--- src/hdl/cha_pkg.sv ---
`timescale 1ns / 1ps
// ----------------------------------------------------------------------------
// Compass heading package
// Shared widths, fixed-point constants, the stage state type and the
// elaboration-time arctangent table used by the CORDIC vectoring cells.
// ----------------------------------------------------------------------------
package cha_pkg;

  // Width of one axis field on the stream and of the heading field.
  localparam int IN_W  = 16;
  localparam int OUT_W = 16;

  // Number of low sample bits taken and sign-extended.
  localparam int SAMPLE_WIDTH  = 16;
  // Number of vectoring cells in the chain.
  localparam int CORDIC_STAGES = 18;

  // Extra fraction bits given to x and y inside the datapath.
  localparam int GUARD_BITS = 16;
  // Datapath width: sample, guard bits, CORDIC gain and sign headroom.
  localparam int XW = SAMPLE_WIDTH + GUARD_BITS + 4;

  // Angle accumulator: signed degrees with DEG_FRAC fraction bits.
  localparam int DEG_FRAC    = 24;
  localparam int OUT_FRAC    = 7;
  localparam int ZW          = DEG_FRAC + 11;
  localparam int ROUND_SHIFT = DEG_FRAC - OUT_FRAC;
  localparam int HW          = ZW - ROUND_SHIFT;

  // Width of the stage index handed to each cell.
  localparam int SHIFT_W = (CORDIC_STAGES > 1) ? $clog2(CORDIC_STAGES) : 1;

  localparam logic [63:0] DEG45_Q24   = 64'd45 << DEG_FRAC;
  localparam logic [63:0] RAD2DEG_Q16 = 64'd3754936;

  localparam logic signed [ZW-1:0] DEG180 = ZW'(64'd180 << DEG_FRAC);
  localparam logic signed [ZW-1:0] DEG360 = ZW'(64'd360 << DEG_FRAC);
  localparam logic [HW-1:0]        FULL_CIRCLE = HW'(360 << OUT_FRAC);
  localparam logic [ZW-1:0]        ROUND_HALF  = ZW'(64'd1 << (ROUND_SHIFT - 1));

  // State carried from one cell to the next.
  typedef struct packed {
    logic                 valid;
    logic                 zero;
    logic signed [XW-1:0] x;
    logic signed [XW-1:0] y;
    logic signed [ZW-1:0] z;
  } cha_vec_t;

  // atan(2^-idx) in Q24 degrees; entry 0 is exactly 45 degrees.
  // The odd power series is summed in Q60, cut to Q40, then scaled to degrees.
  // Only ever evaluated at elaboration for constant stage numbers.
  function automatic logic [63:0] atan_rom(input int unsigned idx);
    logic [63:0] acc;
    logic [63:0] term;
    logic [63:0] q40;
    int unsigned k;
    logic        add_term;
    acc      = 64'd0;
    add_term = 1'b1;
    if (idx == 0) begin
      return DEG45_Q24;
    end
    for (k = 1; idx * k < 60; k += 2) begin
      term = (64'd1 << (60 - idx * k)) / 64'(k);
      if (add_term) begin
        acc = acc + term;
      end else begin
        acc = acc - term;
      end
      add_term = !add_term;
    end
    q40 = acc >> 20;
    return (q40 * RAD2DEG_Q16 + (64'd1 << 31)) >> 32;
  endfunction

endpackage

--- src/hdl/cha_cell.sv ---
`timescale 1ns / 1ps
// ----------------------------------------------------------------------------
// Compass heading vectoring cell
// One CORDIC micro-rotation: steers y toward zero and accumulates the
// rotation angle. The stage number and angle are tied to constants.
// ----------------------------------------------------------------------------
module cha_cell
  import cha_pkg::*;
(
  input  logic                 clk,
  input  logic                 rst,
  input  logic                 ce,
  input  logic [SHIFT_W-1:0]   stage_idx,
  input  logic signed [ZW-1:0] angle,
  input  cha_vec_t             in_vec,
  output cha_vec_t             out_vec
);

  logic signed [XW-1:0] dx;
  logic signed [XW-1:0] dy;
  logic signed [XW-1:0] x_next;
  logic signed [XW-1:0] y_next;
  logic signed [ZW-1:0] z_next;

  // Arithmetic shifts round toward minus infinity.
  assign dx = in_vec.y >>> stage_idx;
  assign dy = in_vec.x >>> stage_idx;

  // Rotate against the sign of y.
  always_comb begin
    if (!in_vec.y[XW-1]) begin
      x_next = in_vec.x + dx;
      y_next = in_vec.y - dy;
      z_next = in_vec.z + angle;
    end else begin
      x_next = in_vec.x - dx;
      y_next = in_vec.y + dy;
      z_next = in_vec.z - angle;
    end
  end

  always_ff @(posedge clk) begin
    if (rst) begin
      out_vec.valid <= 1'b0;
    end else if (ce) begin
      out_vec.valid <= in_vec.valid;
    end
    if (ce) begin
      out_vec.zero <= in_vec.zero;
      out_vec.x    <= x_next;
      out_vec.y    <= y_next;
      out_vec.z    <= z_next;
    end
  end

endmodule

--- config.mk ---
export PLATFORM = sky130hd
export DESIGN_NAME = cha_cell
export DESIGN_NICKNAME = d
export VERILOG_FILES = /design/src/hdl/cha_pkg.sv /design/src/hdl/cha_cell.sv
export SDC_FILE = /design/constraint.sdc
export NUM_CORES = 1
export LEC_CHECK = 0
export BUFFER_PORTS_ARGS = -buffer_cell sky130_fd_sc_hd__buf_2
export CORE_UTILIZATION = 53
export CTS_CLUSTER_SIZE = 24
export DETAILED_ROUTE_END_ITERATION = 8
export PLACE_DENSITY_LB_ADDON = 0.1
export SYNTH_ARGS = -nofsm -noshare
export SYNTH_HDL_FRONTEND = slang
export SYNTH_SLANG_ARGS = --single-unit
--- constraint.sdc ---
create_clock -name clk -period 8.1 [get_ports clk]
set_input_delay 2.025 -clock clk [delete_from_list [all_inputs] [get_ports clk]]
set_output_delay 2.025 -clock clk [all_outputs]
set_load 0.05 [all_outputs]
==> impl_results.md <==
- PostCTS Resize Cnt: 0
- Pleak: approximately 7.6 nW
- Slew Viols, Final: 0
- Leading area contributor after synthesis: edfxtp_1
- Synth Cell Area: 16400 sq um
- Most numerous cell in the Yosys netlist: a21oi_1
- PwrDens: 193 nW/um^2
- Combinational fraction of design power: 0.626
- Chip height: 178 um
- Die area: approximately 32000 sq um
- Actual slew at the worst max-slew pin: 0.970 ns
- Final Cycle Share: 0.943
- Final Hold Fails: 0
- GPL Wtd Cong: 1.04
- Met2 wire length: 26800 um
- CTS tree: yes
- Switching share of power: 0.486
- Die W: 178 um
- Nets: 2328
- Clk pwr share: 0.136
- Largest register FFs: 109
- Critical path, cell by cell: buf_4, buf_4, mux4_2, mux2i_1, o22ai_1, a221oi_1, buf_4, o2111ai_1, nor4_1, and2_1, a21oi_1, xor2_1, ha_1, a21o_1, a2111oi_0, o211ai_1, o21ai_0, o41ai_1, nand2_1, o211ai_1, a311oi_1, xnor3_1
- P_int: 0.00185 W
- Num CTS Buffers: 9
- Synth Net Count: 2061
- Main synth FF type: edfxtp_1
- Clock latency on the worst-skew pair: 0.38 ns
- Crit Path Max Fanout: 35
- Flop pwr share: 0.238
- Top sig layer: met5
- Vias: 16400
- First-pass GRT wire length: 87200 um
- Worst Skew: 0 ns
- Design Area, Final: 18700 sq um
- Clk sinks: 109
- Multi-input logic area: about 12000 sq um
- Fillers: 2710
- FF+latch area: roughly 3300 sq um
- Outcome: completed
- Hold buffers post-CTS: 0
- Slew margin rel.: 0.347
- 1st-iter DRT viols: 1645
- Seq/Total Area, Yosys: 0.199
- Ys Warns: 0
- CP Launch Type: input pin
- Max incr delay on CP: about 0.54 ns
- CP max-delay cell: mux4_2
- CP top delay family: compound AO/OA/AOI/OAI gates
- Seq cells post-synth: roughly 110
- Residual DRC: 0
- Total Wirelength: 58000 um
- H-tree depth: 3
- Port buffer count: 260
- Hold Crit Class: register to register
- Vias per cell: 6.64
- Placed Area: ~18000 sq um
- Clock Tree Buf Depth: 2
- Pwr Total: between 0.003 and 0.004 W
- Total negative setup slack: 0 ns
- Worst path required time: just over 8 ns
- Post-DP HPWL: 46100 um
- Most flops, register: out_vec
- Clock transition at path regs: 0.08 ns
- Minimum clock period: 7.64 ns
- Overflow left after global routing: 0
- CP endpoint kind: register
- Synth Instances: around 1800
- I/O Pins: 261
- Core area: 30500 sq um
- P&R area growth vs syn: 14.1%
- DRT Pass-1 Iters: 6
- Biggest regs: out_vec x109
- Top cells by area, synth: edfxtp_1 20%, mux4_2 15%, ha_1 8.2%
- Synth unique cells: 89
- Maxcap violations: 0
- WL/cell: 23.5 um
- Met1 Wirelength: 23400 um
- Largest net degree at the start of global routing: between 70 and 80
- Post-synthesis average cell area: ~9 sq um
- Unrepaired setup endpoints after global routing: false
- Post-route ant nets: 0
- Crit-path most repeated cell: buf_4
- Initial antenna violation count: 4
- Share of layout cells above drive strength 1: 0.263
- Post-synth top area share: 0.197
- EDFF count, synth: 108
- Net Sw Power: 0.00175 W
- Root buf cell: clkbuf_16
- Final setup viols: 0
- Starting Density: 0.539
- CP Buf/Inv Count: 3
- Place WS: 0.141 ns
- Num rows: 64
- Post-synth top cells: 166 x a21oi_1, 154 x nor2_1, 150 x nand2_1
- Worst endpoint data arrival time: 7.76 ns
- Gr usage total: 0.361
- Peak supply drop: 0.000115 V
- WL met3: 5310 um
- Ys async rst share: 0
- Crit Path Class: input pin to register
- Fmax: 131 MHz
- Final worst-path setup slack: 0.462 ns
- Number of global-route vias before repair: 15400
- # Post-CTS Setup Buffers: 0
stage by stage:
stage                     hold slack (ns)  utilization  instances
final                               0.519        0.615       2471
after global routing                0.587        0.614       2466
after CTS                           0.522        0.614       2466
after detailed placement            0.500        0.604       2450
after global placement              0.467        0.604       2450
after floorplan                     0.733            -       1798
cell usage in the layout (no fill, tap or decap), types with 9 or more instances in the layout:
cell type,count
a211oi_1,20
nor2_1,154
xor2_1,41
nor3_1,40
buf_4,88
or3_1,14
ha_1,108
o21ai_0,93
nor2b_1,19
mux4_2,111
o211ai_1,21
mux2i_1,48
a21o_1,45
a21oi_1,166
nand4_1,14
o21bai_1,15
o22ai_1,18
clkbuf_16,9
and3_1,16
mux2_2,35
a22oi_1,12
and2_1,17
o21a_1,32
a31oi_1,23
nand2_1,150
xnor2_1,128
edfxtp_1,108
nand2b_1,21
nand3_1,31
inv_1,43
buf_2,255
a31o_2,10
tightest hold or removal path, cell delays in order (launching register included):
cell     delay [ns]
dfxtp_1        0.33
mux2i_1        0.07
nor2_1         0.08
kinds of logic (layout without fill, tap and decap cells):
kind of cell,Yosys count,after routing,share of synthesized area
flops,109,109,0.199
xor+xnor,170,170,0.0915
other cells,0,5,0
simple gates,517,517,0.153
mux,194,194,0.205
fa+ha+maj,111,111,0.0859
compound gates,559,559,0.223
buf+inv,138,410,0.0430
power groups by stage:
stage / Combinational [W] / Sequential [W] / Clock (W)
after detailed placement: 0.00222 / 0.000874 / 0
after global placement: 0.00220 / 0.000868 / 0
after global routing: 0.00241 / 0.000874 / 0.000518
after floorplan: 0.00113 / 0.00138 / 0
after CTS: 0.00223 / 0.000862 / 0.000497
final: 0.00226 / 0.000861 / 0.000491
metal layers:
metal | GRT usage | vias up
li1 | - | 7503
met1 | 0.463 | 7852
met2 | 0.587 | 886
met3 | 0.0733 | 156
met4 | 0.161 | 6
met5 | 0 | -
layout make-up:
class,instances,share of cell area
multi-input combinational,1551,0.665
clock inverter,7,0.00434
antenna,5,0.000667
sequential,109,0.174
inverter,46,0.00921
timing repair buffer,348,0.108
clock buffer,9,0.0120
tap,396,0.0264
worst paths after layout:
kind,from,to,slack (ns),depth (start not counted)
worst max-delay path,stage_idx[0],out_vec[70],0.46,22
worst min-delay path,out_vec[108],out_vec[108],0.52,2
worst max register to register,out_vec[108],out_vec[108],7.50,2
worst min register to register,out_vec[108],out_vec[108],0.52,2
Power figures use the tool's default switching activity.
