===== src/hdl/cha_pkg.sv =====
`timescale 1ns / 1ps
// ----------------------------------------------------------------------------
// Compass heading package
// Shared widths, fixed-point constants, the stage state type and the
// elaboration-time arctangent table used by the CORDIC vectoring cells.
// ----------------------------------------------------------------------------
package cha_pkg;

  // Width of one axis field on the stream and of the heading field.
  localparam int IN_W  = 16;
  localparam int OUT_W = 16;

  // Number of low sample bits taken and sign-extended.
  localparam int SAMPLE_WIDTH  = 16;
  // Number of vectoring cells in the chain.
  localparam int CORDIC_STAGES = 18;

  // Extra fraction bits given to x and y inside the datapath.
  localparam int GUARD_BITS = 16;
  // Datapath width: sample, guard bits, CORDIC gain and sign headroom.
  localparam int XW = SAMPLE_WIDTH + GUARD_BITS + 4;

  // Angle accumulator: signed degrees with DEG_FRAC fraction bits.
  localparam int DEG_FRAC    = 24;
  localparam int OUT_FRAC    = 7;
  localparam int ZW          = DEG_FRAC + 11;
  localparam int ROUND_SHIFT = DEG_FRAC - OUT_FRAC;
  localparam int HW          = ZW - ROUND_SHIFT;

  // Width of the stage index handed to each cell.
  localparam int SHIFT_W = (CORDIC_STAGES > 1) ? $clog2(CORDIC_STAGES) : 1;

  localparam logic [63:0] DEG45_Q24   = 64'd45 << DEG_FRAC;
  localparam logic [63:0] RAD2DEG_Q16 = 64'd3754936;

  localparam logic signed [ZW-1:0] DEG180 = ZW'(64'd180 << DEG_FRAC);
  localparam logic signed [ZW-1:0] DEG360 = ZW'(64'd360 << DEG_FRAC);
  localparam logic [HW-1:0]        FULL_CIRCLE = HW'(360 << OUT_FRAC);
  localparam logic [ZW-1:0]        ROUND_HALF  = ZW'(64'd1 << (ROUND_SHIFT - 1));

  // State carried from one cell to the next.
  typedef struct packed {
    logic                 valid;
    logic                 zero;
    logic signed [XW-1:0] x;
    logic signed [XW-1:0] y;
    logic signed [ZW-1:0] z;
  } cha_vec_t;

  // atan(2^-idx) in Q24 degrees; entry 0 is exactly 45 degrees.
  // The odd power series is summed in Q60, cut to Q40, then scaled to degrees.
  // Only ever evaluated at elaboration for constant stage numbers.
  function automatic logic [63:0] atan_rom(input int unsigned idx);
    logic [63:0] acc;
    logic [63:0] term;
    logic [63:0] q40;
    int unsigned k;
    logic        add_term;
    acc      = 64'd0;
    add_term = 1'b1;
    if (idx == 0) begin
      return DEG45_Q24;
    end
    for (k = 1; idx * k < 60; k += 2) begin
      term = (64'd1 << (60 - idx * k)) / 64'(k);
      if (add_term) begin
        acc = acc + term;
      end else begin
        acc = acc - term;
      end
      add_term = !add_term;
    end
    q40 = acc >> 20;
    return (q40 * RAD2DEG_Q16 + (64'd1 << 31)) >> 32;
  endfunction

endpackage


===== src/hdl/cha_prerotate.sv =====
`timescale 1ns / 1ps
// ----------------------------------------------------------------------------
// Compass heading input cell
// Sign-extends the samples, flags the zero vector and folds vectors with a
// negative x into the right half plane by a 180 degree pre-rotation.
// ----------------------------------------------------------------------------
module cha_prerotate
  import cha_pkg::*;
(
  input  logic              clk,
  input  logic              rst,
  input  logic              ce,
  input  logic              in_valid,
  input  logic [IN_W-1:0]   y_component,
  input  logic [IN_W-1:0]   x_component,
  output cha_vec_t          out_vec
);

  logic signed [XW-1:0] y_ext;
  logic signed [XW-1:0] x_ext;
  logic signed [XW-1:0] x_fold;
  logic signed [XW-1:0] y_fold;
  logic signed [ZW-1:0] z_fold;
  logic                 is_zero;

  // Sign extension of the low sample bits.
  assign y_ext = XW'($signed(y_component[SAMPLE_WIDTH-1:0]));
  assign x_ext = XW'($signed(x_component[SAMPLE_WIDTH-1:0]));

  assign is_zero = (x_ext == '0) && (y_ext == '0);

  // Pre-rotation by 180 degrees when x is negative.
  always_comb begin
    if (x_ext < 0) begin
      x_fold = -x_ext;
      y_fold = -y_ext;
      z_fold = DEG180;
    end else begin
      x_fold = x_ext;
      y_fold = y_ext;
      z_fold = '0;
    end
  end

  // Register the folded vector with guard bits appended.
  always_ff @(posedge clk) begin
    if (rst) begin
      out_vec.valid <= 1'b0;
    end else if (ce) begin
      out_vec.valid <= in_valid;
    end
    if (ce) begin
      out_vec.zero <= is_zero;
      out_vec.x    <= x_fold <<< GUARD_BITS;
      out_vec.y    <= y_fold <<< GUARD_BITS;
      out_vec.z    <= z_fold;
    end
  end

endmodule


===== config.mk =====
export PLATFORM = sky130hd
export DESIGN_NAME = cha_prerotate
export DESIGN_NICKNAME = d
export VERILOG_FILES = /design/src/hdl/cha_pkg.sv /design/src/hdl/cha_prerotate.sv
export SDC_FILE = /design/constraint.sdc
export NUM_CORES = 1
export LEC_CHECK = 0
export BUFFER_PORTS_ARGS = -buffer_cell sky130_fd_sc_hd__buf_2
export CELL_PAD_IN_SITES_DETAIL_PLACEMENT = 2
export CELL_PAD_IN_SITES_GLOBAL_PLACEMENT = 2
export CORE_AREA = 2 2 108 110
export DETAILED_ROUTE_END_ITERATION = 8
export DIE_AREA = 0 0 110 112
export PLACE_DENSITY_LB_ADDON = 0.1
export SYNTH_ARGS = -nofsm -noshare
export SYNTH_HDL_FRONTEND = slang
export SYNTH_SLANG_ARGS = --single-unit
export TNS_END_PERCENT = 50

===== constraint.sdc =====
create_clock -name clk -period 1.85 [get_ports clk]
set_input_delay 0.0925 -clock clk [delete_from_list [all_inputs] [get_ports clk]]
set_output_delay 0.0925 -clock clk [all_outputs]
set_load 0.03 [all_outputs]

==> results of run 1 <==
[where the power goes]
| part | switching [W] | internal [W] |
|---|---|---|
| clock network | 0.000352 | 0.000630 |
| logic | 0.000536 | 0.000178 |
| registers | 0.0000236 | 0.00118 |
[through the flow]
stage	TNS, ns	worst slack, ns	cells	util [%]
after floorplan	0	0.0610	283	-
after global placement	-0.127	-0.127	455	26.8
after detailed placement	-0.108	-0.108	455	26.8
after CTS	0	0.194	464	28.3
after global routing	0	0.119	464	28.3
final	0	0.199	464	28.3
[cells in the mapped netlist (2+ instances only)]
master	number	area share (%)
and2_1	2	0.49
o41ai_1	5	1.7
nor3_1	3	0.59
ha_1	4	2.0
o21ai_0	12	2.4
nand2b_1	3	0.74
nor2_1	2	0.30
nor4_1	4	0.99
o31ai_1	4	1.2
xnor2_1	26	9.0
inv_1	6	0.89
buf_4	66	20
nand2_1	16	2.4
clkbuf_1	4	0.59
edfxtp_1	42	50
[layer usage]
layer / wire [um] / share of wire, %
met4: 48 / 0.81
met3: 426 / 7.2
met1: 2710 / 46
met2: 2730 / 46
met5: 0 / 0
[worst paths after layout]
check | startpoint | to | slack [ns] | cells past startpoint
max | x_component[11] | out_vec[103] | 0.20 | 6
min | y_component[0] | out_vec[51] | 0.05 | 1
max reg2reg | out_vec[108] | out_vec[108] | 1.27 | 2
min reg2reg | out_vec[108] | out_vec[108] | 0.49 | 2
[final cells by class]
cell class / count / area (um^2)
Clock buffer: 5 / 125
Clock inverter: 3 / 38.8
Tap cell: 143 / 179
Sequential cell: 43 / 1280
Timing Repair Buffer: 100 / 563
Multi-Input combinational cell: 164 / 957
Fill cell: 1266 / 8010
Inverter: 6 / 22.5
[cells by family after synthesis]
logic type | synth area share (%)
AO/OA/AOI/OAI | 6.63
XOR/XNOR | 9.36
adder cells (fa/ha/maj) | 1.98
buffers and inverters | 21.1
flip-flops | 50.7
multiplexers | 0.396
other | 0.148
AND/OR/NAND/NOR | 9.70
==> flow_metrics.env, run 1 <==
export IMPL_h_tree_depth=2
export IMPL_met3_usage_pct=2.22
export IMPL_routed_wl_um=5910
export IMPL_setup_violations=0
export IMPL_cts_sinks=43
export IMPL_dp_hpwl_um=4760
export IMPL_stdcell_area_um2=3170
export IMPL_slew_viol_final=0
export IMPL_postCtsSetupBuffers=0
export IMPL_via_per_inst=3.76
export IMPL_grt_met1_usage_pct=13.0
export IMPL_synth_edf_count=42
export IMPL_initial_core_util_pct=22.6
export IMPL_cts_hold_buffers_added=1
export IMPL_leakagePower_nw=1.37
export IMPL_fp_coreArea_um2=11200
export IMPL_power_density_nw_per_um2=916
export IMPL_timing_hold_ws_ns=0.0478
export IMPL_worstSetupStartpointType="input pin"
export IMPL_hold_path_class="in2reg"
export IMPL_critPathMaxFanout=3
export IMPL_ys_seq_area_share_pct=50.7
export IMPL_relSlewSlack_pct=62.5
export IMPL_layout_drive_gt1_share_pct=35.2
export IMPL_first_iter_violations=59
export IMPL_top_register="out_vec"
export IMPL_critPathTopFamily="simple AND/OR/NAND/NOR gates"
export IMPL_vias=1743
export IMPL_final_antenna_net_count=0
export IMPL_drv_cap=0
export IMPL_largest_register_ffs=43
export IMPL_n_antenna_cell=0
export IMPL_critPathSlowestCell="or4_4"
export IMPL_syn_area_um2=2530
export IMPL_nNetsFinal=360
export IMPL_largestRegisters="out_vec: 43 flops"
export IMPL_grt_max_degree=24
export IMPL_met2_usage_pct=16.0
export IMPL_crit_arrival_ns=1.69
export IMPL_slowest_delay_ns=0.54
export IMPL_ir_worst_vdd_mv=0.323
export IMPL_track_usage_pct=9.86
export IMPL_fin_crit_ns=1.65
export IMPL_clk_latency_ns=0.28
export IMPL_grt_pass1_vias=1846
export IMPL_timing_final_crit_share_pct=89.2
export IMPL_wire_per_inst_um=12.7
export IMPL_numCtsBuffers=5
export IMPL_remaining_drc_errors=0
export IMPL_status="finished clean"
export IMPL_die_height_um=112
export IMPL_yosys_cell_types_count=34
export IMPL_antenna_found_initial=0
export IMPL_gr_max_usage_layer="met2"
export IMPL_worstMarginPinSlew_ns=0.563
export IMPL_end_kind="flip-flop"
export IMPL_clock_skew_ns=0
export IMPL_crit_required_ns=1.89
export IMPL_place_congestion=0.648
export IMPL_syn_inst=218
export IMPL_ys_flop_type="edfxtp_1"
export IMPL_final_common_cell="buf_2"
export IMPL_io_buffers=81
export IMPL_grt_pass1_wl_um=9360
export IMPL_path_clk_slew_ns=0.06
export IMPL_rows=39
export IMPL_total_power_w=0.00290
export IMPL_synth_async_reset_ratio_pct=0
export IMPL_path_buf_inv=1
export IMPL_root_buffer="clkbuf_16"
export IMPL_hold_violations=0
export IMPL_die_area_um2=12300
export IMPL_rsz0062_at_grt="no"
export IMPL_avgSynthCellArea_um2=11.6
export IMPL_cts_tree="done"
export IMPL_fmax_mhz=606
export IMPL_path_class="in2reg"
export IMPL_final_cell_mix="81 x buf_2, 66 x conb_1, 42 x edfxtp_1"
export IMPL_drtPass1Iterations=4
export IMPL_ys_warn_count=0
export IMPL_synth_seq_cells=43
export IMPL_crit_chain="buf_2, or4_4, or3_4, nor4_1, ha_1, and2_1"
export IMPL_clock_path_buffers=2
export IMPL_placed_area_um2=2990
export IMPL_overflow=0
export IMPL_ioPinCount=145
export IMPL_syn_to_final_growth_pct=25.3
export IMPL_die_x_um=110
export IMPL_post_cts_resized=0
No activity file was read; power rests on OpenSTA's default activity.
==> inputs of run 2 (changes only) <==
--- a/config.mk
+++ b/config.mk
@@ -7,3 +7,3 @@
 export LEC_CHECK = 0
-export BUFFER_PORTS_ARGS = -buffer_cell sky130_fd_sc_hd__buf_2
+export BUFFER_PORTS_ARGS = -buffer_cell sky130_fd_sc_hd__buf_4
 export CELL_PAD_IN_SITES_DETAIL_PLACEMENT = 2
==> constraint.sdc (replaced) <==
create_clock -name clk -period 1.85 [get_ports clk]
set_input_delay 0 -clock clk [delete_from_list [all_inputs] [get_ports clk]]
set_output_delay 0 -clock clk [all_outputs]
set_load 0.03 [all_outputs]
==> run 2 against run 1 <==
  * Final area is 5.1% higher
  * Combinational power grew 7.8%
  * Power rose by 8.3%
  * Count of clock-buffer cells in the layout is 1 higher
  * Critical endpoint unchanged
  * Largest cell class unchanged
==> flow_metrics.env, run 2 (synthesis gave the netlist of run 1 again) <==
export IMPL_first_iter_violations=41
export IMPL_fmax_mhz=630
export IMPL_track_usage_pct=10.0
export IMPL_via_per_inst=3.75
export IMPL_clk_latency_ns=0.28
export IMPL_regToRegSetupSlack_ns=0.69
export IMPL_internal_power_w=0.00220
export IMPL_crit_required_ns=1.89
export IMPL_worstSetupStartpointType="input pin"
export IMPL_critPathMaxFanout=3
export IMPL_dp_hpwl_um=4710
export IMPL_overflow=0
export IMPL_leakagePower_nw=1.40
export IMPL_cts_sinks=43
export IMPL_worstMarginPinSlew_ns=0.594
export IMPL_die_x_um=110
export IMPL_nNetsFinal=352
export IMPL_initial_core_util_pct=22.6
export IMPL_ioPinCount=145
export IMPL_syn_to_final_growth_pct=31.7
export IMPL_layout_drive_gt1_share_pct=32.6
export IMPL_slew_viol_final=0
export IMPL_met3_usage_pct=2.17
export IMPL_drv_cap=0
export IMPL_power_density_nw_per_um2=944
export IMPL_numCtsBuffers=5
export IMPL_post_cts_resized=0
export IMPL_path_clk_slew_ns=0.06
export IMPL_rsz0062_at_grt="no"
export IMPL_p_comb_share_pct=24.5
export IMPL_relSlewSlack_pct=60.4
export IMPL_root_buffer="clkbuf_16"
export IMPL_gr_max_usage_layer="met2"
export IMPL_status="finished clean"
export IMPL_met2_usage_pct=16.7
export IMPL_die_area_um2=12300
export IMPL_fp_coreArea_um2=11200
export IMPL_grt_pass1_wl_um=9430
export IMPL_rows=39
export IMPL_top_register="out_vec"
export IMPL_final_common_cell="buf_4"
export IMPL_swShare_pct=30.1
export IMPL_timing_final_crit_share_pct=85.9
export IMPL_clkPwrFrac_pct=36.9
export IMPL_final_core_util_pct=29.8
export IMPL_grt_pass1_vias=1806
export IMPL_n_antenna_cell=0
export IMPL_hold_violations=0
export IMPL_fin_crit_ns=1.59
export IMPL_sequentialPowerShare_pct=38.6
export IMPL_largest_register_ffs=43
export IMPL_largestRegisters="out_vec: 43 flops"
export IMPL_routed_wl_um=6100
export IMPL_wire_per_inst_um=13.4
export IMPL_clock_path_buffers=2
export IMPL_io_buffers=81
export IMPL_setup_violations=0
export IMPL_remaining_drc_errors=0
export IMPL_antenna_found_initial=0
export IMPL_die_height_um=112
export IMPL_place_congestion=0.660
export IMPL_clock_skew_ns=0
export IMPL_switchingPower_w=0.000946
export IMPL_hold_path_class="in2reg"
export IMPL_postCtsSetupBuffers=0
export IMPL_fin_setup_tns_ns=0
export IMPL_crit_arrival_ns=1.62
export IMPL_grt_met1_usage_pct=12.9
export IMPL_ir_worst_vdd_mv=0.371
export IMPL_final_antenna_net_count=0
export IMPL_vias=1709
export IMPL_grt_max_degree=44
export IMPL_cts_tree="done"
export IMPL_end_kind="flip-flop"
export IMPL_drtPass1Iterations=4
export IMPL_final_cell_mix="88 x buf_4, 66 x conb_1, 42 x edfxtp_1"
export IMPL_path_class="in2reg"
export IMPL_h_tree_depth=2
## run 2: timing repair
action                                  in CTS  in global routing
hold buffers                                 4                  0
endpoints found under the setup margin       0                  0
endpoints found under the hold margin        3                  0
## run 2: power groups by stage
| stage | logic (W) | clock network (W) | registers, W |
|---|---|---|---|
| floorplan | 0.000396 | 0 | 0.00142 |
| global placement | 0.000766 | 0 | 0.00123 |
| finish | 0.000771 | 0.00116 | 0.00121 |
| global route | 0.000821 | 0.00124 | 0.00123 |
| CTS | 0.000778 | 0.00119 | 0.00122 |
| detailed placement | 0.000771 | 0 | 0.00124 |
## run 2: final cells by class
type | count | area, um^2
Timing Repair Buffer | 92 | 701
Clock inverter | 2 | 60.1
Clock buffer | 6 | 129
Tap cell | 143 | 179
Multi-Input combinational cell | 164 | 957
Fill cell | 1237 | 7850
Inverter | 6 | 22.5
Sequential cell | 43 | 1280
## run 2: worst max-delay path, cell delays in order
cell and delay [ns]:
buf_4 0.11, or4_4 0.54, or3_4 0.34, nor4_1 0.20
ha_1 0.28, and2_1 0.15
## run 2: worst paths after layout
| check | from | end | cells after the start |
|---|---|---|---|
| worst max register to register | out_vec[108] | out_vec[108] | 3 |
| worst min register to register | out_vec[108] | out_vec[108] | 3 |
| worst min-delay path | x_component[13] | out_vec[100] | 2 |
| worst max-delay path | x_component[11] | out_vec[103] | 6 |
## run 2: per-layer routing
metal	wire, um	share of wire, %
met1	2700	44
met2	2910	48
met5	0	0
met4	60	0.98
met3	425	7.0
## run 2: per-stage QoR
stage          cells  power, W  worst slack [ns]  hold WS, ns  area, um^2
2_1_floorplan    283   0.00182             0.153       0.0724        2770
3_3_place_gp     444   0.00200           -0.0380        0.159        3100
3_5_place_dp     444   0.00201           -0.0734        0.165        3100
4_1_cts          456   0.00319             0.224       0.0158        3330
5_1_grt          456   0.00329             0.187       0.0256        3330
6_report         456   0.00314             0.262       0.0215        3330
==> inputs of run 3 (changes only) <==
- MAX_ROUTING_LAYER: unset -> met4
==> run 3 against run 2 <==
  * Sequential share of layout area did not move
  * Count of clock-buffer cells in the layout did not move
  * Register-to-register slack barely moved
  * Worst setup slack barely moved
  * Clock skew did not move
  * Largest cell class unchanged
==> flow_metrics.env, run 3 (synthesis gave the netlist of run 1 again) <==
export IMPL_die_x_um=110
export IMPL_numCtsBuffers=5
export IMPL_syn_to_final_growth_pct=31.7
export IMPL_slowest_delay_ns=0.54
export IMPL_final_cell_mix="88 x buf_4, 66 x conb_1, 42 x edfxtp_1"
export IMPL_timing_final_crit_share_pct=85.9
export IMPL_routed_wl_um=6100
export IMPL_root_buffer="clkbuf_16"
export IMPL_initial_core_util_pct=22.6
export IMPL_cts_sinks=43
export IMPL_clock_skew_ns=0
export IMPL_n_antenna_cell=0
export IMPL_fillers=1237
export IMPL_place_ws_ns=-0.0734
export IMPL_final_core_util_pct=29.8
export IMPL_hold_path_class="in2reg"
export IMPL_leakagePower_nw=1.40
export IMPL_crit_arrival_ns=1.62
export IMPL_dp_cells=444
export IMPL_io_buffers=81
export IMPL_remaining_drc_errors=0
export IMPL_status="finished clean"
export IMPL_final_common_cell="buf_4"
export IMPL_clk_latency_ns=0.28
export IMPL_rows=39
export IMPL_cts_tree="done"
export IMPL_worstSetupStartpointType="input pin"
export IMPL_top_register="out_vec"
export IMPL_overflow=0
export IMPL_critPathSlowestCell="or4_4"
export IMPL_dp_hpwl_um=4710
export IMPL_worstMarginPinSlew_ns=0.594
export IMPL_antenna_found_initial=0
export IMPL_fin_crit_ns=1.59
export IMPL_drtPass1Iterations=4
export IMPL_relSlewSlack_pct=60.4
export IMPL_ir_worst_vdd_mv=0.370
export IMPL_crit_required_ns=1.89
export IMPL_hold_violations=0
export IMPL_path_class="in2reg"
export IMPL_slew_viol_final=0
export IMPL_fmax_mhz=629
export IMPL_power_density_nw_per_um2=944
export IMPL_end_kind="flip-flop"
export IMPL_first_iter_violations=40
export IMPL_largest_register_ffs=43
export IMPL_crit_chain="buf_4, or4_4, or3_4, nor4_1, ha_1, and2_1"
export IMPL_die_area_um2=12300
export IMPL_post_cts_resized=0
export IMPL_via_per_inst=3.75
export IMPL_place_congestion=0.666
export IMPL_ioPinCount=145
export IMPL_layout_drive_gt1_share_pct=32.6
export IMPL_critPathTopFamily="simple AND/OR/NAND/NOR gates"
export IMPL_grt_max_degree=44
export IMPL_path_clk_slew_ns=0.06
export IMPL_path_buf_inv=1
export IMPL_vias=1709
export IMPL_drv_cap=0
export IMPL_total_power_w=0.00314
export IMPL_critPathMaxFanout=3
export IMPL_clock_path_buffers=2
export IMPL_final_antenna_net_count=0
export IMPL_rsz0062_at_grt="no"
export IMPL_die_height_um=112
export IMPL_nNetsFinal=352
export IMPL_h_tree_depth=2
export IMPL_timing_hold_ws_ns=0.0218
export IMPL_track_usage_pct=10.3
export IMPL_grt_pass1_wl_um=9430
export IMPL_finalWorstSetupSlack_ns=0.261
export IMPL_instances_no_fill=456
export IMPL_wire_per_inst_um=13.4
export IMPL_largestRegisters="out_vec: 43 flops"
export IMPL_fp_coreArea_um2=11200
export IMPL_grt_pass1_vias=1808
export IMPL_setup_violations=0
[run 3: cell counts in the layout (fill, tap and decap cells not counted)]
No cell type changed its count.
[run 3: worst paths after layout]
kind                        start           end  slack [ns]  cells after the start
setup / recovery  x_component[11]  out_vec[103]        0.26                      6
hold / removal    x_component[13]  out_vec[100]        0.02                      2
setup reg to reg     out_vec[108]  out_vec[108]        0.69                      3
hold reg to reg      out_vec[108]  out_vec[108]        1.07                      3
[run 3: what timing repair did]
action,CTS,global route
setup buffers,0,0
hold buffers,4,0
hold endpoints to repair,3,0
[run 3: area by class of cell]
cell class	count	area [um^2]	area share [%]
Clock buffer	6	129	3.87
Tap cell	143	179	5.37
Inverter	6	22.5	0.676
Clock inverter	2	60.1	1.80
Sequential cell	43	1280	38.5
Timing Repair Buffer	92	701	21.0
Multi-Input combinational cell	164	957	28.7
[run 3: per-layer routing]
metal	vias to the layer above	part of all wire (%)	routed length [um]	track usage, %
met5	-	0	0	-
met4	0	0.89	54	3.04
met3	4	6.7	409	1.93
met2	78	48	2910	16.7
met1	812	45	2720	13.0
li1	815	-	-	-
[run 3: worst register-to-register path, delay by kind of cell, from the launching register on]
kind	cells	cell delay (ns)
buffers and inverters	1	0.54
flip-flops	1	0.31
multiplexers	1	0.14
AND/OR/NAND/NOR	1	0.06
[run 3: metrics by stage]
stage	instance area, um^2	setup TNS, ns
final	3330	0
after global routing	3330	0
after CTS	3330	0
after detailed placement	3100	-0.0734
after global placement	3100	-0.0380
after floorplan	2770	0
[run 3: power by group]
group,switching [W],internal (W)
sequential,0.0000305,0.00118
combinational,0.000532,0.000239
clock,0.000383,0.000775
total,0.000946,0.00220
