==> config.mk <==
export PLATFORM = sky130hd
export DESIGN_NAME = cha_finish
export DESIGN_NICKNAME = d
export VERILOG_FILES = /design/src/hdl/cha_pkg.sv /design/src/hdl/cha_finish.sv
export SDC_FILE = /design/constraint.sdc
export NUM_CORES = 1
export LEC_CHECK = 0
export ABC_AREA = 1
export BUFFER_PORTS_ARGS = -buffer_cell sky130_fd_sc_hd__buf_4
export CAP_MARGIN = 20
export CORE_ASPECT_RATIO = 1.25
export CORE_MARGIN = 5
export CORE_UTILIZATION = 37
export DETAILED_ROUTE_END_ITERATION = 6
export GPL_TIMING_DRIVEN = 0
export MAX_ROUTING_LAYER = met4
export PLACE_DENSITY = 0.78
export SYNTH_ARGS = -nofsm -noshare
export SYNTH_HDL_FRONTEND = slang
export SYNTH_SLANG_ARGS = --single-unit
==> constraint.sdc <==
create_clock -name clk -period 2.1 [get_ports clk]
set_input_delay 0.21 -clock clk [delete_from_list [all_inputs] [get_ports clk]]
set_output_delay 0.21 -clock clk [all_outputs]
set_load 0.005 [all_outputs]
==> src/hdl/cha_pkg.sv <==
`timescale 1ns / 1ps
// ----------------------------------------------------------------------------
// Compass heading package
// Shared widths, fixed-point constants, the stage state type and the
// elaboration-time arctangent table used by the CORDIC vectoring cells.
// ----------------------------------------------------------------------------
package cha_pkg;

  // Width of one axis field on the stream and of the heading field.
  localparam int IN_W  = 16;
  localparam int OUT_W = 16;

  // Number of low sample bits taken and sign-extended.
  localparam int SAMPLE_WIDTH  = 16;
  // Number of vectoring cells in the chain.
  localparam int CORDIC_STAGES = 18;

  // Extra fraction bits given to x and y inside the datapath.
  localparam int GUARD_BITS = 16;
  // Datapath width: sample, guard bits, CORDIC gain and sign headroom.
  localparam int XW = SAMPLE_WIDTH + GUARD_BITS + 4;

  // Angle accumulator: signed degrees with DEG_FRAC fraction bits.
  localparam int DEG_FRAC    = 24;
  localparam int OUT_FRAC    = 7;
  localparam int ZW          = DEG_FRAC + 11;
  localparam int ROUND_SHIFT = DEG_FRAC - OUT_FRAC;
  localparam int HW          = ZW - ROUND_SHIFT;

  // Width of the stage index handed to each cell.
  localparam int SHIFT_W = (CORDIC_STAGES > 1) ? $clog2(CORDIC_STAGES) : 1;

  localparam logic [63:0] DEG45_Q24   = 64'd45 << DEG_FRAC;
  localparam logic [63:0] RAD2DEG_Q16 = 64'd3754936;

  localparam logic signed [ZW-1:0] DEG180 = ZW'(64'd180 << DEG_FRAC);
  localparam logic signed [ZW-1:0] DEG360 = ZW'(64'd360 << DEG_FRAC);
  localparam logic [HW-1:0]        FULL_CIRCLE = HW'(360 << OUT_FRAC);
  localparam logic [ZW-1:0]        ROUND_HALF  = ZW'(64'd1 << (ROUND_SHIFT - 1));

  // State carried from one cell to the next.
  typedef struct packed {
    logic                 valid;
    logic                 zero;
    logic signed [XW-1:0] x;
    logic signed [XW-1:0] y;
    logic signed [ZW-1:0] z;
  } cha_vec_t;

  // atan(2^-idx) in Q24 degrees; entry 0 is exactly 45 degrees.
  // The odd power series is summed in Q60, cut to Q40, then scaled to degrees.
  // Only ever evaluated at elaboration for constant stage numbers.
  function automatic logic [63:0] atan_rom(input int unsigned idx);
    logic [63:0] acc;
    logic [63:0] term;
    logic [63:0] q40;
    int unsigned k;
    logic        add_term;
    acc      = 64'd0;
    add_term = 1'b1;
    if (idx == 0) begin
      return DEG45_Q24;
    end
    for (k = 1; idx * k < 60; k += 2) begin
      term = (64'd1 << (60 - idx * k)) / 64'(k);
      if (add_term) begin
        acc = acc + term;
      end else begin
        acc = acc - term;
      end
      add_term = !add_term;
    end
    q40 = acc >> 20;
    return (q40 * RAD2DEG_Q16 + (64'd1 << 31)) >> 32;
  endfunction

endpackage

==> src/hdl/cha_finish.sv <==
`timescale 1ns / 1ps
// ----------------------------------------------------------------------------
// Compass heading output cell
// Folds negative angles by a full turn, rounds to 1/128 degree, wraps a
// full circle to zero and holds the result for the downstream transfer.
// ----------------------------------------------------------------------------
module cha_finish
  import cha_pkg::*;
(
  input  logic             clk,
  input  logic             rst,
  input  logic             ce,
  input  cha_vec_t         in_vec,
  output logic             out_valid,
  output logic [OUT_W-1:0] heading
);

  logic signed [ZW-1:0] z_pos;
  logic [ZW-1:0]        z_round;
  logic [HW-1:0]        h_raw;
  logic [HW-1:0]        h_wrap;
  logic [OUT_W-1:0]     heading_next;

  // Fold into 0 to 360 degrees and round half up.
  assign z_pos   = in_vec.z[ZW-1] ? (in_vec.z + DEG360) : in_vec.z;
  assign z_round = $unsigned(z_pos) + ROUND_HALF;
  assign h_raw   = z_round[ZW-1:ROUND_SHIFT];
  assign h_wrap  = (h_raw >= FULL_CIRCLE) ? (h_raw - FULL_CIRCLE) : h_raw;

  // The zero vector reads as a heading of zero.
  assign heading_next = in_vec.zero ? '0 : OUT_W'(h_wrap);

  always_ff @(posedge clk) begin
    if (rst) begin
      out_valid <= 1'b0;
    end else if (ce) begin
      out_valid <= in_vec.valid;
    end
    if (ce) begin
      heading <= heading_next;
    end
  end

endmodule

==> key figures, run 1 <==
Pwr
  • PwrDens: 441 nW/um2
  • Pint: 721 uW
  • Switching Share: 0.315
  • Total power draw: 1.05 mW
  • Clock Power Share: 0.219
  • Leak Pwr: 1.19 nW
  • Max VDD drop: 176 uV
  • Sequential share of power: 0.394
  • Switching pwr: 332 uW
  • Comb pwr share: 0.387

Critical path
  • Reg2reg end: out_valid
  • Crit path launch type: input port
  • Critical path capture point type: register
  • Critical R2R Launch: out_valid
  • Register-to-Register Setup Slack: 1.51 ns
  • Slowest-stage cell, CP: xor2_4
  • Reg2Reg Depth: 2
  • Crit Path Max Fanout: 7
  • WS Path Type: input port to register
  • CP Cell Sequence: buf_8 > ha_4 > nand3_4 > nor2_4 > nand2_4 > nor2_8 > xor2_4 > ha_4 > nand3_2 > nor2_1 > nand3_1 > nor2_1 > nand2_1 > nor2_2 > nand2_4 > nand3_4 > nand2_1 > a21oi_2
  • Max incr delay on CP: 0.20 ns
  • CP Data Required Time: 2.20 ns
  • Worst Path Arrival: 2.14 ns

Die
  • Die area: 6110 um2
  • Die width: 70.9 um
  • Core box area: 4460 um2
  • # rows: 27
  • Starting Density: 0.385
  • Height of the die: 86.2 um
  • Ports: 129

Placement
  • PortBufs: 38
  • GP Congestion: 0.856
  • Hpwl dp: 2.95 mm
  • Placed Area: 2100 um2
  • Pre-CTS setup slack: -0.433 ns

Hold path
  • Hold path startpoint: rst
  • Worst Hold Class: input port to register
  • Worst Hold Path EP: out_valid
  • Hold Crit Depth: 2

Finish
  • Fraction of final layout cells sized beyond drive strength 1: 0.381
  • Final instance area: 2390 um2
  • ANT cells: 0
  • Area grow syn2layout: 39.3%
  • Final net count: 419
  • Final core utilization: 0.536

Clocking
  • TritonCTS Buffers: 3
  • Clock sinks: 17
  • Clock latency at the later pin of the worst-skew pair: 0.25 ns
  • CTS tree: yes
  • CTS root buf: clkbuf_8
  • Clk slew on worst S/H paths: 0.06 ns
  • Clock Path Buffers: 2
  • CTS H-tree depth: 1

Status
  • Status: finished, final reports clean

Yosys
  • Syn Std Cell Area: 1720 um2
  • EDFF count, synth: 16
  • Share of the synthesized area in the top cell type: 0.280
  • Register area share after synthesis: 0.291
  • Top_reg_cell synth: edfxtp_1
  • Area leader, netlist: edfxtp_1
  • Cell with the most instances after synthesis: nand2_1
  • Synth area leaders: edfxtp_1, nand2_1, inv_1
  • Asr flop ratio synth: 0
  • Syn_area_per_cell: 7.07 um2
  • Number of library cell types mapped by synthesis: 29
  • Total nets after synthesis: 359
  • Mapped Cells: 243
  • #FFs+latches synth: 17
  • Yosys warns: 0
  • Top cells by count, synth: nand2_1, inv_1, nor2_1

Timing
  • Least-Margin Pin Slew: 0.482 ns
  • Setup violators final: 0
  • RSZ-0062 raised after global routing: true
  • Post-route minimum period: 2.04 ns
  • Slew Limit Fails: 0
  • Hold slack final: 0.115 ns
  • Final Hold Fails: 0
  • Final setup margin: 0.0638 ns
  • Fmax: 491 MHz
  • Slew margin rel.: 0.679
  • Clk_skew: 0 ns
  • Fin crit share: 0.970

Job
  • Max-Cap Viols: 0

Routing
  • Vias per cell: 4.76
  • TritonRoute pass-1 iters: 4
  • Antenna-violating nets left: 0
  • Drt initial violations: 74
  • Post-route DRC violation count: 0
  • Via Count: 1715
  • Routed len/inst: 10.8 um
  • Final WL: 3.90 mm

Global route
  • Number of global-route vias before repair: 1581
  • Initial antenna violation count: 0
  • Largest net degree at the start of global routing: 18
  • First-pass GRT wire length: 6.40 mm
  • Total global routing overflow: 0
  • Gr usage total: 0.130
==> placed cells by master (no fill, tap or decap), drive strengths merged <==
| cell | count |
|---|---|
| dfxtp | 1 |
| edfxtp | 16 |
| xnor2 | 1 |
| clkbuf | 6 |
| o21ai | 2 |
| nand3 | 23 |
| xor2 | 5 |
| buf | 56 |
| inv | 35 |
| nand4 | 10 |
| nor2 | 34 |
| o21bai | 1 |
| ha | 4 |
| a21oi | 10 |
| mux2i | 1 |
| nand2 | 95 |
| nand3b | 2 |
==> timing repair <==
action                     CTS  global route
setup endpoints to repair    6             6
buffers inserted             8             9
pin swaps                   13            17
gates resized for setup     16            13
hold buffers                 0             0
==> area by class of cell <==
| cell class | count | area (um2) |
|---|---|---|
| well taps | 58 | 72.6 |
| inverters | 35 | 139 |
| fillers | 432 | 2070 |
| repair buffers | 55 | 428 |
| clock buffers | 4 | 45.0 |
| flip-flops and latches | 17 | 500 |
| multi-input cells | 188 | 1190 |
| plain buffers | 3 | 18.8 |
==> metrics by stage <==
step,std cells,TNS [ns]
after global routing,360,-0.599
after global placement,339,-2.35
after floorplan,243,-0.0829
after detailed placement,339,-2.50
after CTS,351,-0.000285
final,360,0
==> worst max path at each step <==
stage          startpoint     endpoint  slack (ns)  depth (start not counted)
4_1_cts        in_vec[17]  heading[10]     -0.0003                         18
2_1_floorplan  in_vec[16]  heading[10]       -0.02                         17
6_report       in_vec[17]  heading[15]        0.06                         18
5_1_grt        in_vec[16]  heading[10]       -0.10                         18
3_3_place_gp   in_vec[16]  heading[13]       -0.40                         18
3_5_place_dp   in_vec[16]  heading[10]       -0.43                         18
==> metal layers <==
layer / routed length, um / track usage
met1: 1550 / 0.140
met2: 2070 / 0.235
met3: 185 / 0.00928
met4: 99 / 0.0701
met5: 0 / -
==> kinds of logic after synthesis <==
family          share of synthesized area
fa+ha+maj                          0.0291
compound gates                     0.0481
mux                               0.00583
simple gates                        0.501
xor+xnor                           0.0350
buf+inv                            0.0896
flops                               0.291
==> sequential cells by signal, summed over array words and instances (netlist names) <==
signal     count
heading       16
out_valid      1
==> power groups by stage <==
stage               clock (mW)  sequential, mW  combinational (mW)
global route             0.252           0.419               0.449
floorplan                    0           0.428               0.207
global placement             0           0.422               0.333
detailed placement           0           0.423               0.343
CTS                      0.232           0.417               0.375
finish                   0.230           0.416               0.408
==> critical path, delay by kind of cell <==
kind,cells,cell delay (ns)
compound gates,1,0.12
xor+xnor,1,0.20
fa+ha+maj,2,0.31
buf+inv,1,0.08
simple gates,13,1.21
No activity file was read; power rests on OpenSTA's default activity.
==> inputs of run 2 (changes only) <==
--- a/config.mk
+++ b/config.mk
@@ -10,7 +10,7 @@
 export CAP_MARGIN = 20
 export CORE_ASPECT_RATIO = 1.25
 export CORE_MARGIN = 5
-export CORE_UTILIZATION = 37
+export CORE_UTILIZATION = 39
 export DETAILED_ROUTE_END_ITERATION = 6
 export GPL_TIMING_DRIVEN = 0
 export MAX_ROUTING_LAYER = met4
==> constraint.sdc (replaced) <==
create_clock -name clk -period 2.19 [get_ports clk]
set_input_delay 0.219 -clock clk [delete_from_list [all_inputs] [get_ports clk]]
set_output_delay 0.219 -clock clk [all_outputs]
set_load 0.005 [all_outputs]
==> run 2 against run 1 <==
  * Sequential power down 4%
  * Clock skew unchanged
  * Setup slack better by 0.035 ns
  * First-iteration DRC count down 51%
  * Combinational power down 8.8%
  * Count of clock-buffer cells in the layout down 1
  * Power down 5.0%
  * Clock power about the same
  * Routed wire length down 8.5%
  * Sequential share of layout area up 0.33 points
  * Largest cell class unchanged
  * Largest power group unchanged
  * Highest routed layer unchanged
==> key figures, run 2 (same netlist as run 1, synthesis figures left out) <==
Status
  • Status: finished, final reports clean

Critical path
  • Reg2reg end: out_valid
  • Crit path launch type: input port
  • Most common cell on crit path: nand2_1
  • WS Path Type: input port to register
  • CP Cell Sequence: buf_4 > nand2_1 > nor2_2 > nand3_4 > clkinv_2 > nand2_1 > xor2_2 > inv_2 > ha_4 > nand3_2 > nor2_1 > nand3_1 > nor2_1 > nand2_1 > nor2_2 > nand2_4 > nand3_4 > nand2_2 > a21oi_2
  • Worst path bufs/invs: 3 (+2)
  • Reg2Reg Depth: 2 (unchanged)
  • Critical path capture point type: register
  • Worst Path Arrival: 2.20 ns (+0.06 ns)
  • Crit Path Max Fanout: 7 (unchanged)
  • Critical R2R Launch: out_valid
  • Slowest-stage cell, CP: xor2_2
  • Max incr delay on CP: 0.20 ns (about the same)
  • CP Data Required Time: 2.29 ns (+0.09 ns)
  • Delay-heaviest family, CP: simple AND/OR/NAND/NOR gates
  • Register-to-Register Setup Slack: 1.60 ns (+0.09 ns)

Finish
  • Final cell count without fillers: 357 (-0.83%)
  • ANT cells: 0 (unchanged)
  • Regs by FF count: heading (16), out_valid (1)
  • Filler cell count: 425 (-1.6%)
  • Top reg by flops: heading
  • Fraction of final layout cells sized beyond drive strength 1: 0.365 (-0.0162)
  • Final net count: 416 (-0.72%)
  • Area taken by multi-input logic gates: 1170 um2 (-1.5%)
  • Largest register FFs: 16 (unchanged)
  • Commonest non-fill, non-tap cell in the layout: nand2_1
  • Most frequent cells in the layout: nand2_1, buf_4, inv_1
  • Area grow syn2layout: 37.1%
  • Register area: 500 um2 (unchanged)

Timing
  • Final Hold Fails: 0 (unchanged)
  • Slew margin rel.: 0.687 (+0.00834)
  • RSZ-0062 raised after global routing: true
  • Fin crit share: 0.955
  • Post-route minimum period: 2.09 ns
  • Setup violators final: 0 (unchanged)
  • Final setup margin: 0.0986 ns (+0.0348 ns)
  • Least-Margin Pin Slew: 0.469 ns (-0.0125 ns)
  • Slew Limit Fails: 0 (unchanged)
  • Fmax: 478 MHz
  • Clk_skew: 0 ns (unchanged)

Placement
  • Hpwl dp: 2.86 mm (-3.0%)
  • GP Congestion: 0.833 (-2.7%)
  • PortBufs: 38 (unchanged)
  • Placed cell count: 339 (unchanged)
  • Pre-CTS setup slack: -0.420 ns (+0.0135 ns)

Die
  • Height of the die: 84.2 um (-2.3%)
  • Ports: 129 (unchanged)
  • Die area: 5840 um2 (-4.5%)
  • # rows: 27 (unchanged)
  • Core box area: 4320 um2 (-3.0%)
  • Starting Density: 0.397 (+0.0120)
  • Die width: 69.4 um (-2.2%)

Global route
  • First-pass GRT wire length: 5.82 mm (-9.1%)
  • Total global routing overflow: 0 (unchanged)
  • Largest net degree at the start of global routing: 18 (unchanged)
  • Number of global-route vias before repair: 1460 (-7.7%)
  • Gr usage total: 0.120 (-0.00999)
  • Initial antenna violation count: 0 (unchanged)

Clocking
  • CTS H-tree depth: 1 (unchanged)
  • Hold_buf cts: 0 (unchanged)
  • CTS tree: yes
  • CTS root buf: clkbuf_8
  • TritonCTS Buffers: 3 (unchanged)
  • Clock latency at the later pin of the worst-skew pair: 0.25 ns (about the same)
  • Clock sinks: 17 (unchanged)
  • Clock Path Buffers: 2 (unchanged)
  • Clk slew on worst S/H paths: 0.06 ns (about the same)

Hold path
  • Hold Crit Depth: 2 (unchanged)
  • Worst Hold Path EP: out_valid
  • Hold path startpoint: rst
  • Worst Hold Class: input port to register

Pwr
  • PwrDens: 425 nW/um2 (-3.5%)
  • Max VDD drop: 180 uV (+2.2%)
  • Leak Pwr: 1.18 nW (-1.6%)

Routing
  • Vias per cell: 4.63 (-2.7%)
  • Routed len/inst: 9.98 um (-7.8%)
  • TritonRoute pass-1 iters: 4 (unchanged)
  • Final WL: 3.56 mm (-8.5%)
  • Drt initial violations: 36 (-51%)
  • Via Count: 1654 (-3.6%)
  • Post-route DRC violation count: 0 (unchanged)
  • Antenna-violating nets left: 0 (unchanged)

Job
  • Max-Cap Viols: 0 (unchanged)
[run 2: timing repair]
| item | 4_1_cts | 5_1_grt |
|---|---|---|
| setup endpoints to repair | 6 | 6 |
| pin swaps | 3 | 15 |
| setup buffers | 3 | 11 |
| gates resized for setup | 5 | 21 |
[run 2: worst max-delay path by stage]
stage / start / end / cells past startpoint
4_1_cts: in_vec[16] / heading[13] / 19
6_report: in_vec[24] / heading[13] / 19
3_3_place_gp: in_vec[17] / heading[10] / 18
5_1_grt: in_vec[22] / heading[13] / 19
3_5_place_dp: in_vec[17] / heading[13] / 18
2_1_floorplan: in_vec[16] / heading[10] / 17
[run 2: area by class of cell]
type,instances,area share
multi-input combinational,188,0.497
sequential,17,0.213
timing repair buffer,52,0.172
inverter,35,0.0584
tap,58,0.0308
clock buffer,3,0.0175
buffer,3,0.00797
clock inverter,1,0.00319
[run 2: power by group]
group / internal (mW) / switching (mW) / total, mW
combinational: 0.163 / 0.208 / 0.372
sequential: 0.391 / 0.00691 / 0.398
clock: 0.128 / 0.103 / 0.231
[run 2: metrics by stage]
step           setup TNS [ns]  hold slack [ns]  area (um2)  power (mW)   util
2_1_floorplan               0            0.291        1720       0.606      -
3_3_place_gp            -2.25            0.378        2080       0.720  0.481
3_5_place_dp            -2.45            0.380        2080       0.727  0.481
4_1_cts                     0            0.114        2190       0.970  0.505
5_1_grt                -0.277            0.119        2350        1.07  0.545
6_report                    0            0.117        2350        1.00  0.545
[run 2: per-layer routing]
metal	up-vias	global-route usage	wire, um
met5	-	-	0
met4	0	0.0426	56
met3	5	0.00599	112
met2	31	0.231	1970
met1	736	0.128	1430
li1	882	-	-
==> inputs of run 3 (changes only) <==
--- a/config.mk
+++ b/config.mk
@@ -15,6 +15,7 @@
 export GPL_TIMING_DRIVEN = 0
 export MAX_ROUTING_LAYER = met4
 export PLACE_DENSITY = 0.78
+export RECOVER_POWER = 100
 export SYNTH_ARGS = -nofsm -noshare
 export SYNTH_HDL_FRONTEND = slang
 export SYNTH_SLANG_ARGS = --single-unit
==> run 3 against run 2 <==
  * Fmax is essentially flat
  * Critical path depth stayed put
  * Non-clock buffer count unchanged
  * Power is essentially flat
  * Sequential power about the same
  * First-iteration DRC count rose by 2.8%
  * Critical endpoint unchanged
  * Largest cell class unchanged
  * Highest routed layer unchanged
==> key figures, run 3 (same netlist as run 1, synthesis figures left out) <==
Status
  • Status: finished, final reports clean

Global route
  • Met3 usage: 0.00599 (unchanged)
  • GR Util met2: 0.231 (unchanged)
  • Initial antenna violation count: 0 (unchanged)
  • Total global routing overflow: 0 (unchanged)
  • Largest net degree at the start of global routing: 18 (unchanged)
  • First-pass GRT wire length: 5.82 mm (unchanged)
  • Grt peak-use layer: met2
  • Number of global-route vias before repair: 1460 (unchanged)
  • Met1 usage: 0.128 (unchanged)
  • Gr usage total: 0.120 (unchanged)

Timing
  • Setup violators final: 0 (unchanged)
  • Slew margin rel.: 0.432 (-0.255)
  • RSZ-0062 raised after global routing: true
  • TNS Setup: 0 ns (unchanged)
  • Slew Limit Fails: 0 (unchanged)
  • Least-Margin Pin Slew: 0.851 ns (+0.382 ns)
  • Post-route minimum period: 2.09 ns (-0.00000290 ns)
  • Clk_skew: 0 ns (unchanged)
  • Fin crit share: 0.955 (about the same)
  • Final Hold Fails: 0 (unchanged)
  • Fmax: 478 MHz (about the same)

Finish
  • Most frequent cells in the layout: nand2_1, buf_4, inv_1
  • Commonest non-fill, non-tap cell in the layout: nand2_1
  • Final instance area: 2350 um2 (-0.16%)
  • Filler cell count: 425 (unchanged)
  • Fraction of final layout cells sized beyond drive strength 1: 0.361 (-0.00334)
  • ANT cells: 0 (unchanged)
  • Register area: 500 um2 (unchanged)
  • Largest register FFs: 16 (unchanged)
  • Area grow syn2layout: 36.9%
  • Top reg by flops: heading
  • Final net count: 416 (unchanged)
  • Final cell count without fillers: 357 (unchanged)
  • Area taken by multi-input logic gates: 1170 um2 (unchanged)
  • Regs by FF count: heading (16), out_valid (1)
  • Final core utilization: 0.544 (-0.000868)

Die
  • Core box area: 4320 um2 (unchanged)
  • Die area: 5840 um2 (unchanged)
  • Height of the die: 84.2 um (unchanged)
  • Ports: 129 (unchanged)
  • # rows: 27 (unchanged)
  • Starting Density: 0.397 (unchanged)
  • Die width: 69.4 um (unchanged)

Placement
  • Placed cell count: 339 (unchanged)
  • PortBufs: 38 (unchanged)
  • GP Congestion: 0.833 (unchanged)
  • Placed Area: 2080 um2 (unchanged)
  • Hpwl dp: 2.86 mm (unchanged)

Critical path
  • CP Data Required Time: 2.29 ns (about the same)
  • Critical path capture point type: register
  • Most common cell on crit path: nand2_1
  • Reg2reg end: out_valid
  • Levels on crit path: 19 (unchanged)
  • Max incr delay on CP: 0.20 ns (about the same)
  • Critical R2R Launch: out_valid
  • WS Path Type: input port to register
  • Register-to-Register Setup Slack: 1.60 ns (about the same)
  • Worst path bufs/invs: 3 (unchanged)
  • Delay-heaviest family, CP: simple AND/OR/NAND/NOR gates
  • Reg2Reg Depth: 2 (unchanged)
  • Slowest-stage cell, CP: xor2_2
  • Worst Path Arrival: 2.20 ns (about the same)
  • Crit Path Max Fanout: 7 (unchanged)
  • CP Cell Sequence: buf_4 > nand2_1 > nor2_2 > nand3_4 > clkinv_2 > nand2_1 > xor2_2 > inv_2 > ha_4 > nand3_2 > nor2_1 > nand3_1 > nor2_1 > nand2_1 > nor2_2 > nand2_4 > nand3_4 > nand2_2 > a21oi_2
  • Crit path launch type: input port

Clocking
  • CTS root buf: clkbuf_8
  • CTS tree: yes
  • Hold_buf cts: 0 (unchanged)
  • TritonCTS Buffers: 3 (unchanged)
  • CTS H-tree depth: 1 (unchanged)
  • Clock sinks: 17 (unchanged)
  • Clock latency at the later pin of the worst-skew pair: 0.25 ns (about the same)
  • Clock Path Buffers: 2 (unchanged)
  • Clk slew on worst S/H paths: 0.06 ns (about the same)

Hold path
  • Worst Hold Class: input port to register
  • Worst Hold Path EP: out_valid
  • Hold path startpoint: rst
  • Hold Crit Depth: 2 (unchanged)

Pwr
  • Max VDD drop: 181 uV (+0.33%)
  • Leak Pwr: 1.17 nW (-0.31%)
  • PwrDens: 426 nW/um2 (+0.15%)

Routing
  • Final WL: 3.57 mm (+0.11%)
  • Post-route DRC violation count: 0 (unchanged)
  • Via Count: 1655 (+0.060%)
  • TritonRoute pass-1 iters: 4 (unchanged)
  • Routed len/inst: 9.99 um (+0.11%)
  • Drt initial violations: 37 (+2.8%)
  • Antenna-violating nets left: 0 (unchanged)
  • Vias per cell: 4.64 (about the same)

Job
  • Max-Cap Viols: 0 (unchanged)
-- run 3: changes by cell type in the layout (fill, tap and decap cells not counted), sizes merged --
cell / delta
buf: -1
clkbuf: +1
-- run 3: how the worst max path moves through the flow --
stage / startpoint / end / slack (ns)
floorplan: in_vec[16] / heading[10] / 0.005
global placement: in_vec[17] / heading[10] / -0.38
detailed placement: in_vec[17] / heading[13] / -0.42
CTS: in_vec[16] / heading[13] / 0.04
global route: in_vec[22] / heading[13] / -0.06
finish: in_vec[24] / heading[13] / 0.1
-- run 3: stage by stage --
stage | hold slack [ns] | power (mW) | setup WS, ns
2_1_floorplan | 0.291 | 0.606 | 0.00488
4_1_cts | 0.114 | 0.970 | 0.0398
6_report | 0.117 | 1.00 | 0.0986
3_3_place_gp | 0.378 | 0.720 | -0.384
3_5_place_dp | 0.380 | 0.727 | -0.420
5_1_grt | 0.119 | 1.07 | -0.0644
-- run 3: power breakdown --
| part | leakage [nW] | internal (mW) | total (mW) | switching [mW] |
|---|---|---|---|---|
| logic | 0.987 | 0.163 | 0.371 | 0.209 |
| registers | 0.162 | 0.391 | 0.398 | 0.00691 |
| clock network | 0.0217 | 0.128 | 0.231 | 0.103 |
-- run 3: what timing repair did --
action / CTS / global route
gates resized for setup: 5 / 21
setup endpoints to repair: 6 / 6
pin swaps: 3 / 15
setup buffers: 3 / 11
-- run 3: per-layer routing --
| metal | up-vias | share of wire |
|---|---|---|
| met5 | - | 0 |
| met4 | 0 | 0.016 |
| met3 | 5 | 0.031 |
| met2 | 31 | 0.55 |
| met1 | 737 | 0.40 |
| li1 | 882 | - |
-- run 3: cell type report --
type / count / share of cell area
sequential: 17 / 0.213
tap: 58 / 0.0309
buffer: 3 / 0.00798
multi-input combinational: 188 / 0.498
timing repair buffer: 52 / 0.171
inverter: 35 / 0.0585
clock buffer: 3 / 0.0176
clock inverter: 1 / 0.00319
